### config.mk
export PLATFORM = sky130hd
export DESIGN_NAME = run_boundary_prefix_sum
export DESIGN_NICKNAME = d
export VERILOG_FILES = /design/src/rtl/rbps_pkg.sv /design/src/rtl/rbps_front.sv /design/src/rtl/rbps_queue.sv /design/src/rtl/rbps_back.sv /design/src/rtl/run_boundary_prefix_sum.sv
export SDC_FILE = /design/constraint.sdc
export NUM_CORES = 2
export LEC_CHECK = 0
export BUFFER_PORTS_ARGS = -buffer_cell sky130_fd_sc_hd__buf_2
export CAP_MARGIN = 20
export CORE_MARGIN = 5
export CORE_UTILIZATION = 50
export DETAILED_ROUTE_END_ITERATION = 8
export GPL_TIMING_DRIVEN = 1
export HOLD_SLACK_MARGIN = 0.02
export PLACE_DENSITY = 0.81
export SYNTH_ARGS = -nofsm -noshare
export SYNTH_HDL_FRONTEND = slang
export SYNTH_SLANG_ARGS = --single-unit
export TNS_END_PERCENT = 1
### constraint.sdc
create_clock -name clock -period 15.8 [get_ports clock]
set_input_delay 0.79 -clock clock [delete_from_list [all_inputs] [get_ports clock]]
set_output_delay 0.79 -clock clock [all_outputs]
set_load 0.05 [all_outputs]
### src/rtl/rbps_pkg.sv
// Shared types, sizes and helper functions of the run boundary prefix sum block.
`default_nettype none

package rbps_pkg;

   // Column counts and field widths.
   localparam int ADDR_COLS   = 4;
   localparam int AGG_COLS    = 4;
   localparam int ADDR_WIDTH  = 32;
   localparam int TOTAL_WIDTH = 64;
   localparam int VALUE_WIDTH = 32;

   // Configuration port.
   localparam int CSR_WIDTH       = 3;
   localparam int CSR_INDEX_WIDTH = 1;
   localparam logic [CSR_INDEX_WIDTH-1:0] CSR_ADDR_COLS_USED = 1'b0;
   localparam logic [CSR_INDEX_WIDTH-1:0] CSR_AGG_COLS_USED  = 1'b1;
   localparam logic [CSR_WIDTH-1:0]       CSR_COLS_RESET     = 3'd1;

   // Queue between front and back.
   localparam int QUEUE_DEPTH     = 4;
   localparam int QUEUE_PTR_WIDTH = $clog2(QUEUE_DEPTH);
   localparam int QUEUE_CNT_WIDTH = $clog2(QUEUE_DEPTH + 1);

   // Result kinds an input word can cause, in emission order.
   localparam int KIND_COUNT    = 3;
   localparam int KIND_ZERO     = 0;
   localparam int KIND_BOUNDARY = 1;
   localparam int KIND_CLOSING  = 2;

   typedef logic [ADDR_WIDTH-1:0]  addr_type;
   typedef logic [TOTAL_WIDTH-1:0] total_type;
   typedef logic [VALUE_WIDTH-1:0] value_type;

   // One input row.
   typedef struct packed {
      logic                         first_row;
      logic                         last_row;
      addr_type  [ADDR_COLS-1:0]    addr;
      value_type [AGG_COLS-1:0]     value;
   } row_type;

   // One classified row waiting for the back end.
   typedef struct packed {
      logic      [KIND_COUNT-1:0]   kinds;
      logic      [ADDR_COLS-1:0]    addr_used;
      addr_type  [ADDR_COLS-1:0]    addr;
      total_type [AGG_COLS-1:0]     total_before;
      total_type [AGG_COLS-1:0]     total_after;
   } entry_type;

   // One result word.
   typedef struct packed {
      addr_type  [ADDR_COLS-1:0]    addr;
      total_type [AGG_COLS-1:0]     total;
      logic                         final_entry;
   } result_type;

   // Queue status seen by the front and back ends.
   typedef struct packed {
      logic full;
      logic empty;
   } q_status_type;

   // Columns in use for a column count register; zero acts as one, large values saturate.
   function automatic logic [ADDR_COLS-1:0] addr_use_mask(input logic [CSR_WIDTH-1:0] cols);
      logic [ADDR_COLS-1:0] mask;
      for (int i = 0; i < ADDR_COLS; i++) begin
         mask[i] = (i == 0) || (int'(cols) > i);
      end
      return mask;
   endfunction

   function automatic logic [AGG_COLS-1:0] agg_use_mask(input logic [CSR_WIDTH-1:0] cols);
      logic [AGG_COLS-1:0] mask;
      for (int i = 0; i < AGG_COLS; i++) begin
         mask[i] = (i == 0) || (int'(cols) > i);
      end
      return mask;
   endfunction

endpackage

`default_nettype wire

### src/rtl/rbps_front.sv
// Front end: takes rows, compares addresses, keeps running totals and queues the result kinds.
`default_nettype none

module rbps_front (
   input  wire logic                                   clock,
   input  wire logic                                   reset,
   input  wire logic                                   csr_write_en,
   input  wire logic [rbps_pkg::CSR_INDEX_WIDTH-1:0]   csr_index,
   input  wire logic [rbps_pkg::CSR_WIDTH-1:0]         csr_write_data,
   input  wire logic                                   req_valid,
   output logic                                        req_ready,
   input  wire rbps_pkg::row_type                      req_row,
   input  wire rbps_pkg::q_status_type                 q_status,
   output logic                                        q_push,
   output rbps_pkg::entry_type                         q_entry
);
   import rbps_pkg::*;

   logic [CSR_WIDTH-1:0]      addr_cols_ff;
   logic [CSR_WIDTH-1:0]      agg_cols_ff;
   addr_type  [ADDR_COLS-1:0] prev_addr_ff;
   addr_type  [ADDR_COLS-1:0] prev_addr_in;
   total_type [AGG_COLS-1:0]  total_ff;
   total_type [AGG_COLS-1:0]  total_in;

   logic [ADDR_COLS-1:0]      addr_used;
   logic [AGG_COLS-1:0]       agg_used;
   logic                      differs;
   addr_type  [ADDR_COLS-1:0] prev_eff;
   total_type [AGG_COLS-1:0]  total_before;

   // Configuration registers.
   always_ff @(posedge clock) begin
      if (reset) begin
         addr_cols_ff <= CSR_COLS_RESET;
         agg_cols_ff  <= CSR_COLS_RESET;
      end else if (csr_write_en) begin
         case (csr_index)
            CSR_ADDR_COLS_USED: addr_cols_ff <= csr_write_data;
            CSR_AGG_COLS_USED:  agg_cols_ff  <= csr_write_data;
            default: ;
         endcase
      end
   end

   assign addr_used = addr_use_mask(addr_cols_ff);
   assign agg_used  = agg_use_mask(agg_cols_ff);
   assign req_ready = !q_status.full;
   assign q_push    = req_valid && req_ready;

   // A first row sees cleared state; compare used columns against it.
   always_comb begin
      differs = 1'b0;
      for (int i = 0; i < ADDR_COLS; i++) begin
         prev_eff[i] = req_row.first_row ? '0 : prev_addr_ff[i];
         if (addr_used[i] && (req_row.addr[i] != prev_eff[i])) begin
            differs = 1'b1;
         end
      end
      for (int i = 0; i < AGG_COLS; i++) begin
         total_before[i] = req_row.first_row ? '0 : total_ff[i];
      end
   end

   // Next state and the queued entry.
   always_comb begin
      for (int i = 0; i < ADDR_COLS; i++) begin
         prev_addr_in[i] = (differs && addr_used[i]) ? req_row.addr[i] : prev_eff[i];
         q_entry.addr[i] = addr_used[i] ? req_row.addr[i] : '0;
      end
      for (int i = 0; i < AGG_COLS; i++) begin
         total_in[i] = agg_used[i]
            ? total_before[i] + TOTAL_WIDTH'(req_row.value[i]) : total_before[i];
         q_entry.total_before[i] = agg_used[i] ? total_before[i] : '0;
         q_entry.total_after[i]  = agg_used[i] ? total_in[i] : '0;
      end
      q_entry.addr_used               = addr_used;
      q_entry.kinds[KIND_ZERO]        = req_row.first_row;
      q_entry.kinds[KIND_BOUNDARY]    = differs;
      q_entry.kinds[KIND_CLOSING]     = req_row.last_row;
   end

   // Previous address and running totals.
   always_ff @(posedge clock) begin
      if (reset) begin
         prev_addr_ff <= '0;
         total_ff     <= '0;
      end else if (q_push) begin
         prev_addr_ff <= prev_addr_in;
         total_ff     <= total_in;
      end
   end

endmodule

`default_nettype wire

### src/rtl/rbps_queue.sv
// Short queue of classified rows between the front and back ends.
`default_nettype none

module rbps_queue (
   input  wire logic                  clock,
   input  wire logic                  reset,
   input  wire logic                  push,
   input  wire rbps_pkg::entry_type   push_entry,
   input  wire logic                  pop,
   output rbps_pkg::entry_type        head,
   output rbps_pkg::q_status_type     status
);
   import rbps_pkg::*;

   entry_type                  slots_ff [QUEUE_DEPTH];
   logic [QUEUE_PTR_WIDTH-1:0] wr_ptr_ff;
   logic [QUEUE_PTR_WIDTH-1:0] rd_ptr_ff;
   logic [QUEUE_CNT_WIDTH-1:0] count_ff;
   logic [QUEUE_CNT_WIDTH-1:0] count_in;

   // Occupancy follows push and pop.
   always_comb begin
      count_in = count_ff;
      if (push && !pop) begin
         count_in = count_ff + QUEUE_CNT_WIDTH'(1);
      end else if (pop && !push) begin
         count_in = count_ff - QUEUE_CNT_WIDTH'(1);
      end
   end

   always_ff @(posedge clock) begin
      if (reset) begin
         wr_ptr_ff <= '0;
         rd_ptr_ff <= '0;
         count_ff  <= '0;
      end else begin
         if (push) begin
            wr_ptr_ff <= wr_ptr_ff + QUEUE_PTR_WIDTH'(1);
         end
         if (pop) begin
            rd_ptr_ff <= rd_ptr_ff + QUEUE_PTR_WIDTH'(1);
         end
         count_ff <= count_in;
      end
   end

   // Entry storage.
   always_ff @(posedge clock) begin
      if (push) begin
         slots_ff[wr_ptr_ff] <= push_entry;
      end
   end

   assign head         = slots_ff[rd_ptr_ff];
   assign status.full  = (count_ff == QUEUE_CNT_WIDTH'(QUEUE_DEPTH));
   assign status.empty = (count_ff == '0);

endmodule

`default_nettype wire

### src/rtl/rbps_back.sv
// Back end: walks the result kinds of the queue head and fills the output register.
`default_nettype none

module rbps_back (
   input  wire logic                  clock,
   input  wire logic                  reset,
   input  wire rbps_pkg::entry_type   head,
   input  wire rbps_pkg::q_status_type q_status,
   output logic                       pop,
   output logic                       rsp_valid,
   input  wire logic                  rsp_ready,
   output rbps_pkg::result_type       rsp_result
);
   import rbps_pkg::*;

   logic [KIND_COUNT-1:0] done_ff;
   logic [KIND_COUNT-1:0] done_in;
   logic                  rsp_valid_ff;
   logic                  rsp_valid_in;
   result_type            rsp_data_ff;
   result_type            rsp_data_in;

   logic [KIND_COUNT-1:0] pending;
   logic [KIND_COUNT-1:0] sel_mask;
   logic [KIND_COUNT-1:0] rest;
   logic                  load;
   logic                  emit;
   result_type            next_result;

   // Pick the earliest kind of the head not yet sent.
   assign pending  = q_status.empty ? '0 : (head.kinds & ~done_ff);
   assign sel_mask = pending & (~pending + KIND_COUNT'(1));
   assign rest     = pending & ~sel_mask;
   assign load     = !rsp_valid_ff || rsp_ready;
   assign emit     = load && (pending != '0);
   assign pop      = (!q_status.empty && (pending == '0)) || (emit && (rest == '0));

   // Build the selected result word.
   always_comb begin
      next_result = '0;
      if (sel_mask[KIND_BOUNDARY]) begin
         next_result.addr  = head.addr;
         next_result.total = head.total_before;
      end
      if (sel_mask[KIND_CLOSING]) begin
         for (int i = 0; i < ADDR_COLS; i++) begin
            next_result.addr[i] = head.addr_used[i] ? '1 : '0;
         end
         next_result.total       = head.total_after;
         next_result.final_entry = 1'b1;
      end
   end

   // Progress through the head and the output register.
   always_comb begin
      done_in = done_ff;
      if (pop) begin
         done_in = '0;
      end else if (emit) begin
         done_in = done_ff | sel_mask;
      end
      rsp_valid_in = load ? (pending != '0) : rsp_valid_ff;
      rsp_data_in  = emit ? next_result : rsp_data_ff;
   end

   always_ff @(posedge clock) begin
      if (reset) begin
         done_ff      <= '0;
         rsp_valid_ff <= 1'b0;
      end else begin
         done_ff      <= done_in;
         rsp_valid_ff <= rsp_valid_in;
      end
   end

   always_ff @(posedge clock) begin
      rsp_data_ff <= rsp_data_in;
   end

   assign rsp_valid  = rsp_valid_ff;
   assign rsp_result = rsp_data_ff;

endmodule

`default_nettype wire

### src/rtl/run_boundary_prefix_sum.sv
// Top level of the run boundary prefix sum block: front end, queue and back end.
//
// Rows of a table sorted by address enter on the req_ channel, one word per
// valid/ready handshake. Each row yields up to three words on the rsp_ channel,
// in order: an all-zero entry for a first row, a boundary entry when the used
// address columns change, and a closing entry flagged final_entry for a last
// row, all ones in the used address columns. The csr_ port sets how many address
// and aggregate columns are used; write it only while the block is idle.
// The first word of a row passes through the queue and the output register.
// Throughput: one row per cycle while each row yields at most one word and
// rsp_ready stays high; the back end sends a row's result words one at a time
// and drops a row that yields none, and the four-entry queue absorbs the difference.
// A stalled receiver holds the output register; the front keeps accepting
// until the queue is full, then drops req_ready.
// Reset empties the queue and output register, clears the previous address
// and running totals, and sets both column counts to one.
`default_nettype none

module run_boundary_prefix_sum (
   input  wire logic                                  clock,
   input  wire logic                                  reset,
   input  wire logic                                  csr_write_en,
   input  wire logic [rbps_pkg::CSR_INDEX_WIDTH-1:0]  csr_index,
   input  wire logic [rbps_pkg::CSR_WIDTH-1:0]        csr_write_data,
   input  wire logic                                  req_valid,
   output logic                                       req_ready,
   input  wire logic                                  req_first_row,
   input  wire logic                                  req_last_row,
   input  wire logic [rbps_pkg::ADDR_WIDTH-1:0]       req_addr_0,
   input  wire logic [rbps_pkg::ADDR_WIDTH-1:0]       req_addr_1,
   input  wire logic [rbps_pkg::ADDR_WIDTH-1:0]       req_addr_2,
   input  wire logic [rbps_pkg::ADDR_WIDTH-1:0]       req_addr_3,
   input  wire logic [rbps_pkg::VALUE_WIDTH-1:0]      req_value_0,
   input  wire logic [rbps_pkg::VALUE_WIDTH-1:0]      req_value_1,
   input  wire logic [rbps_pkg::VALUE_WIDTH-1:0]      req_value_2,
   input  wire logic [rbps_pkg::VALUE_WIDTH-1:0]      req_value_3,
   output logic                                       rsp_valid,
   input  wire logic                                  rsp_ready,
   output logic [rbps_pkg::ADDR_WIDTH-1:0]            rsp_out_addr_0,
   output logic [rbps_pkg::ADDR_WIDTH-1:0]            rsp_out_addr_1,
   output logic [rbps_pkg::ADDR_WIDTH-1:0]            rsp_out_addr_2,
   output logic [rbps_pkg::ADDR_WIDTH-1:0]            rsp_out_addr_3,
   output logic [rbps_pkg::TOTAL_WIDTH-1:0]           rsp_total_0,
   output logic [rbps_pkg::TOTAL_WIDTH-1:0]           rsp_total_1,
   output logic [rbps_pkg::TOTAL_WIDTH-1:0]           rsp_total_2,
   output logic [rbps_pkg::TOTAL_WIDTH-1:0]           rsp_total_3,
   output logic                                       rsp_final_entry
);
   import rbps_pkg::*;

   row_type      req_row;
   entry_type    q_entry;
   entry_type    q_head;
   q_status_type q_status;
   logic         q_push;
   logic         q_pop;
   result_type   rsp_result;

   // Gather the row fields.
   assign req_row.first_row = req_first_row;
   assign req_row.last_row  = req_last_row;
   assign req_row.addr[0]   = req_addr_0;
   assign req_row.addr[1]   = req_addr_1;
   assign req_row.addr[2]   = req_addr_2;
   assign req_row.addr[3]   = req_addr_3;
   assign req_row.value[0]  = req_value_0;
   assign req_row.value[1]  = req_value_1;
   assign req_row.value[2]  = req_value_2;
   assign req_row.value[3]  = req_value_3;

   rbps_front u_front (
      .clock          (clock),
      .reset          (reset),
      .csr_write_en   (csr_write_en),
      .csr_index      (csr_index),
      .csr_write_data (csr_write_data),
      .req_valid      (req_valid),
      .req_ready      (req_ready),
      .req_row        (req_row),
      .q_status       (q_status),
      .q_push         (q_push),
      .q_entry        (q_entry)
   );

   rbps_queue u_queue (
      .clock      (clock),
      .reset      (reset),
      .push       (q_push),
      .push_entry (q_entry),
      .pop        (q_pop),
      .head       (q_head),
      .status     (q_status)
   );

   rbps_back u_back (
      .clock      (clock),
      .reset      (reset),
      .head       (q_head),
      .q_status   (q_status),
      .pop        (q_pop),
      .rsp_valid  (rsp_valid),
      .rsp_ready  (rsp_ready),
      .rsp_result (rsp_result)
   );

   // Spread the result word over the output ports.
   assign rsp_out_addr_0  = rsp_result.addr[0];
   assign rsp_out_addr_1  = rsp_result.addr[1];
   assign rsp_out_addr_2  = rsp_result.addr[2];
   assign rsp_out_addr_3  = rsp_result.addr[3];
   assign rsp_total_0     = rsp_result.total[0];
   assign rsp_total_1     = rsp_result.total[1];
   assign rsp_total_2     = rsp_result.total[2];
   assign rsp_total_3     = rsp_result.total[3];
   assign rsp_final_entry = rsp_result.final_entry;

endmodule

`default_nettype wire

==> metrics.cfg <==
[clocking]
cts_buffers=344
cts_tree=built
cts_resized=0
cts_sinks=3372
cts_buffer_depth=4
clk_pin_slew_ns=0.06
cts-root-buf=clkbuf_16
cts_max_level=5
cts_setup_buffers=0
ctsHoldBuffers=0
clock_latency_ns=0.92

[sta]
period_share_pct=36.5
finalCriticalPeriod_ns=5.77
relSlewSlack_pct=-5.94
rsz0062_at_grt=false
worst_hold_slack_ns=0.115
setup_viol=0
worstMarginPinSlew_ns=1.59
fmax_mhz=173
finalMaxSlewViolations=74
finClkSkew_ns=0.0514
hold_violations=0
final.setup.tns_ns=0

[synth]
synth_xor_area_share_pct=1.70
synth_compound_area_share_pct=7.44
synthMuxAreaShare_pct=10.5
synth_ff_type=edfxtp_1
yosysMostFrequentCell=edfxtp_1
netlist_top_cells_count=2969 x edfxtp_1, 643 x mux4_2, 572 x nand2_1
synth.area.top_cells=edfxtp_1 63%, mux4_2 10%, dfxtp_1 5.7%, a22o_1 2.4%, nand2_1 1.5%
synthAdderAreaFrac_pct=1.26
yosys_register_bits=3372
synth_cell_types=96
synth_edf_count=2969
seq_area_frac_synth_pct=69.2
synthSimpleGateAreaFrac_pct=8.11
yosysTopAreaCell=edfxtp_1
synthesis.nets=9189
async_reset_ff_share_pct=0
synthDominantCellAreaShare_pct=63.5
ys_warn_count=0
postSynthCellCount=8784
synth_top_family_by_area=multiplexers
syn_avg_cell_area_um2=16.0
synthesis.area_um2=140000

[place]
port_buffers=653
dpl.hpwl_um=217000
gp_congestion=0.904

[power_and_ir_drop]
p_leak_nw=55.7
ir_worst_vdd_v=0.000307
cellPowerDensity_nw_per_um2=176

[cells_and_area]
nets=9790
fill_cells=20436
drive_above_1_share_pct=20.8
syn_to_final_growth_pct=13.3
utilization_pct=57.0

[critical_path]
slowest_stage=buf_4
worstReg2RegEnd=u_queue.slots_ff[0][63]
critPathArrivalTime_ns=6.39
path_depth=15
cp_top_family=buffers and inverters
worstPathMaxFanout=98
worstSetupEndpoint=u_queue.slots_ff[3][170]
crit_buf_inv=4
path_cells=buf_8, buf_4, buf_4, buf_4, nor2b_1, ha_1, and2_1, nand2_1, a211o_1, a31oi_1, o21bai_1, a21oi_1, o21ai_1, nor2_1, mux2_2
ff2ff_setup_slack_ns=11.01
worstSetupStartpointType=primary input
crit_required_ns=16.42
endpoint_kind=flop
cp-startpoint=req_first_row
worstSetupPathType=primary input to flop
r2r_start=u_front.total_ff[7]
crit_path_frequent_cell=buf_4
cp_slowest_stage_delay_ns=0.71
reg2regPathDepth=11

[routing]
via_per_inst=6.29
first_pass_iters=6
wl_um=361000
drtIter0Drc=10447
ant_nets=0
post-route-drc-count=0
num_vias=84545
wl_per_cell_um=26.9

[grt]
grt_max_degree=155
groute.usage.overall_pct=24.1
overflow=0
grt_pass1_vias=85347
grt_pass1_wl_um=540000
antenna_found_initial=55

[die]
rows=194
dieWidth_um=540
die-area_um2=292000
coreArea_um2=279000
start_util_pct=50.3
die_h_um=540
io-pin-count=654

[min_path]
hold_path_class=primary input to flop

[run_status]
status=complete, but fails checks
failed_checks=slew limit

[flow_run]
cap_violations=0

worst min path at each step:
stage	startpoint	end	slack (ns)	cells past startpoint
2_1_floorplan	u_front.total_ff[24]	u_front.total_ff[24]	0.43	2
3_3_place_gp	u_front.total_ff[24]	u_front.total_ff[24]	0.43	2
3_5_place_dp	u_front.total_ff[26]	u_front.total_ff[26]	0.44	2
4_1_cts	req_last_row	u_queue.slots_ff[1][645]	0.03	1
5_1_grt	req_last_row	u_queue.slots_ff[1][645]	0.05	1
6_report	req_last_row	u_queue.slots_ff[1][645]	0.12	1
routing by layer:
metal  GRT usage (%)  vias to the layer above  part of all wire (%)
met2            39.0                     4750                    48
li1                -                    35912                     -
met1            32.4                    43045                    38
met4            10.0                       20                   4.4
met5               0                        -                 0.033
met3            4.41                      818                   8.9
sequential cells by signal, indices dropped and copies added (netlist names), named ones only:
register              flops
u_queue.wr_ptr_ff         2
u_back.rsp_valid          1
u_queue.count_ff          3
u_back.rsp_result       385
u_queue.slots_ff       2584
u_front.total_ff        256
u_front.agg_cols_ff       3
u_front.prev_addr_ff    128
u_queue.rd_ptr_ff         2
u_back.done_ff            3
u_front.addr_cols_ff      3
cells by family after synthesis:
| family | Yosys count |
|---|---|
| flip-flops | 3372 |
| adder cells (fa/ha/maj) | 139 |
| multiplexers | 672 |
| AO/OA/AOI/OAI | 1457 |
| buffers and inverters | 618 |
| XOR/XNOR | 273 |
| AND/OR/NAND/NOR | 2253 |
layout make-up:
cell class | count | area, um^2 | share of cell area (%)
clock inverters | 163 | 1740 | 1.09
repair buffers | 775 | 4470 | 2.81
diodes | 34 | 85.1 | 0.0535
flip-flops and latches | 3372 | 97200 | 61.1
clock buffers | 472 | 9650 | 6.06
inverters | 98 | 380 | 0.239
well taps | 3724 | 4660 | 2.93
multi-input cells | 4794 | 40900 | 25.7
metrics by stage:
step           std cells  setup slack [ns]  instance area, um^2  power (mW)
3_3_place_gp       12758              9.38               148000        19.9
2_1_floorplan       8784            -0.982               140000        18.0
6_report           13432             10.03               159000        28.0
4_1_cts            13393             10.29               159000        28.2
5_1_grt            13427              9.74               159000        29.0
3_5_place_dp       12758              9.35               148000        20.1
worst reg2reg max path, delay by kind of cell, from the launching register on:
kind,cells,cell delay [ns]
simple gates,3,0.75
flops,1,0.34
fa+ha+maj,1,0.31
compound gates,6,2.83
xor+xnor,1,0.35
placed cells by master, fill, tap and decap left out, drive strengths merged, types with 15 or more instances in the layout:
master / count
or3: 47
clkbuf: 472
a21oi: 265
mux2i: 22
a21o: 116
nand2: 572
or4: 30
nor3: 83
mux4: 643
nor2: 538
o21bai: 24
a31oi: 118
buf: 775
o31ai: 20
diode: 34
clkinvlp: 15
xor2: 92
dfxtp: 403
nand3: 148
and3: 115
inv: 108
bufinv: 24
ha: 133
nand4: 80
nor4bb: 42
a22oi: 50
nor2b: 223
a211oi: 32
and2: 279
o21ai: 199
edfxtp: 2969
nand2b: 22
nor4: 18
clkinv: 114
xnor2: 181
and4: 17
a22o: 388
o32ai: 25
o21a: 37
power breakdown:
group | total (mW) | internal (mW) | leakage (nW) | switching [mW]
registers | 12.0 | 11.5 | 32.2 | 0.514
clock network | 8.13 | 4.70 | 5.53 | 3.43
logic | 7.93 | 2.40 | 18.0 | 5.52
total | 28.0 | 18.6 | 55.7 | 9.47
Note: power is estimated with default switching activity, not from simulation.
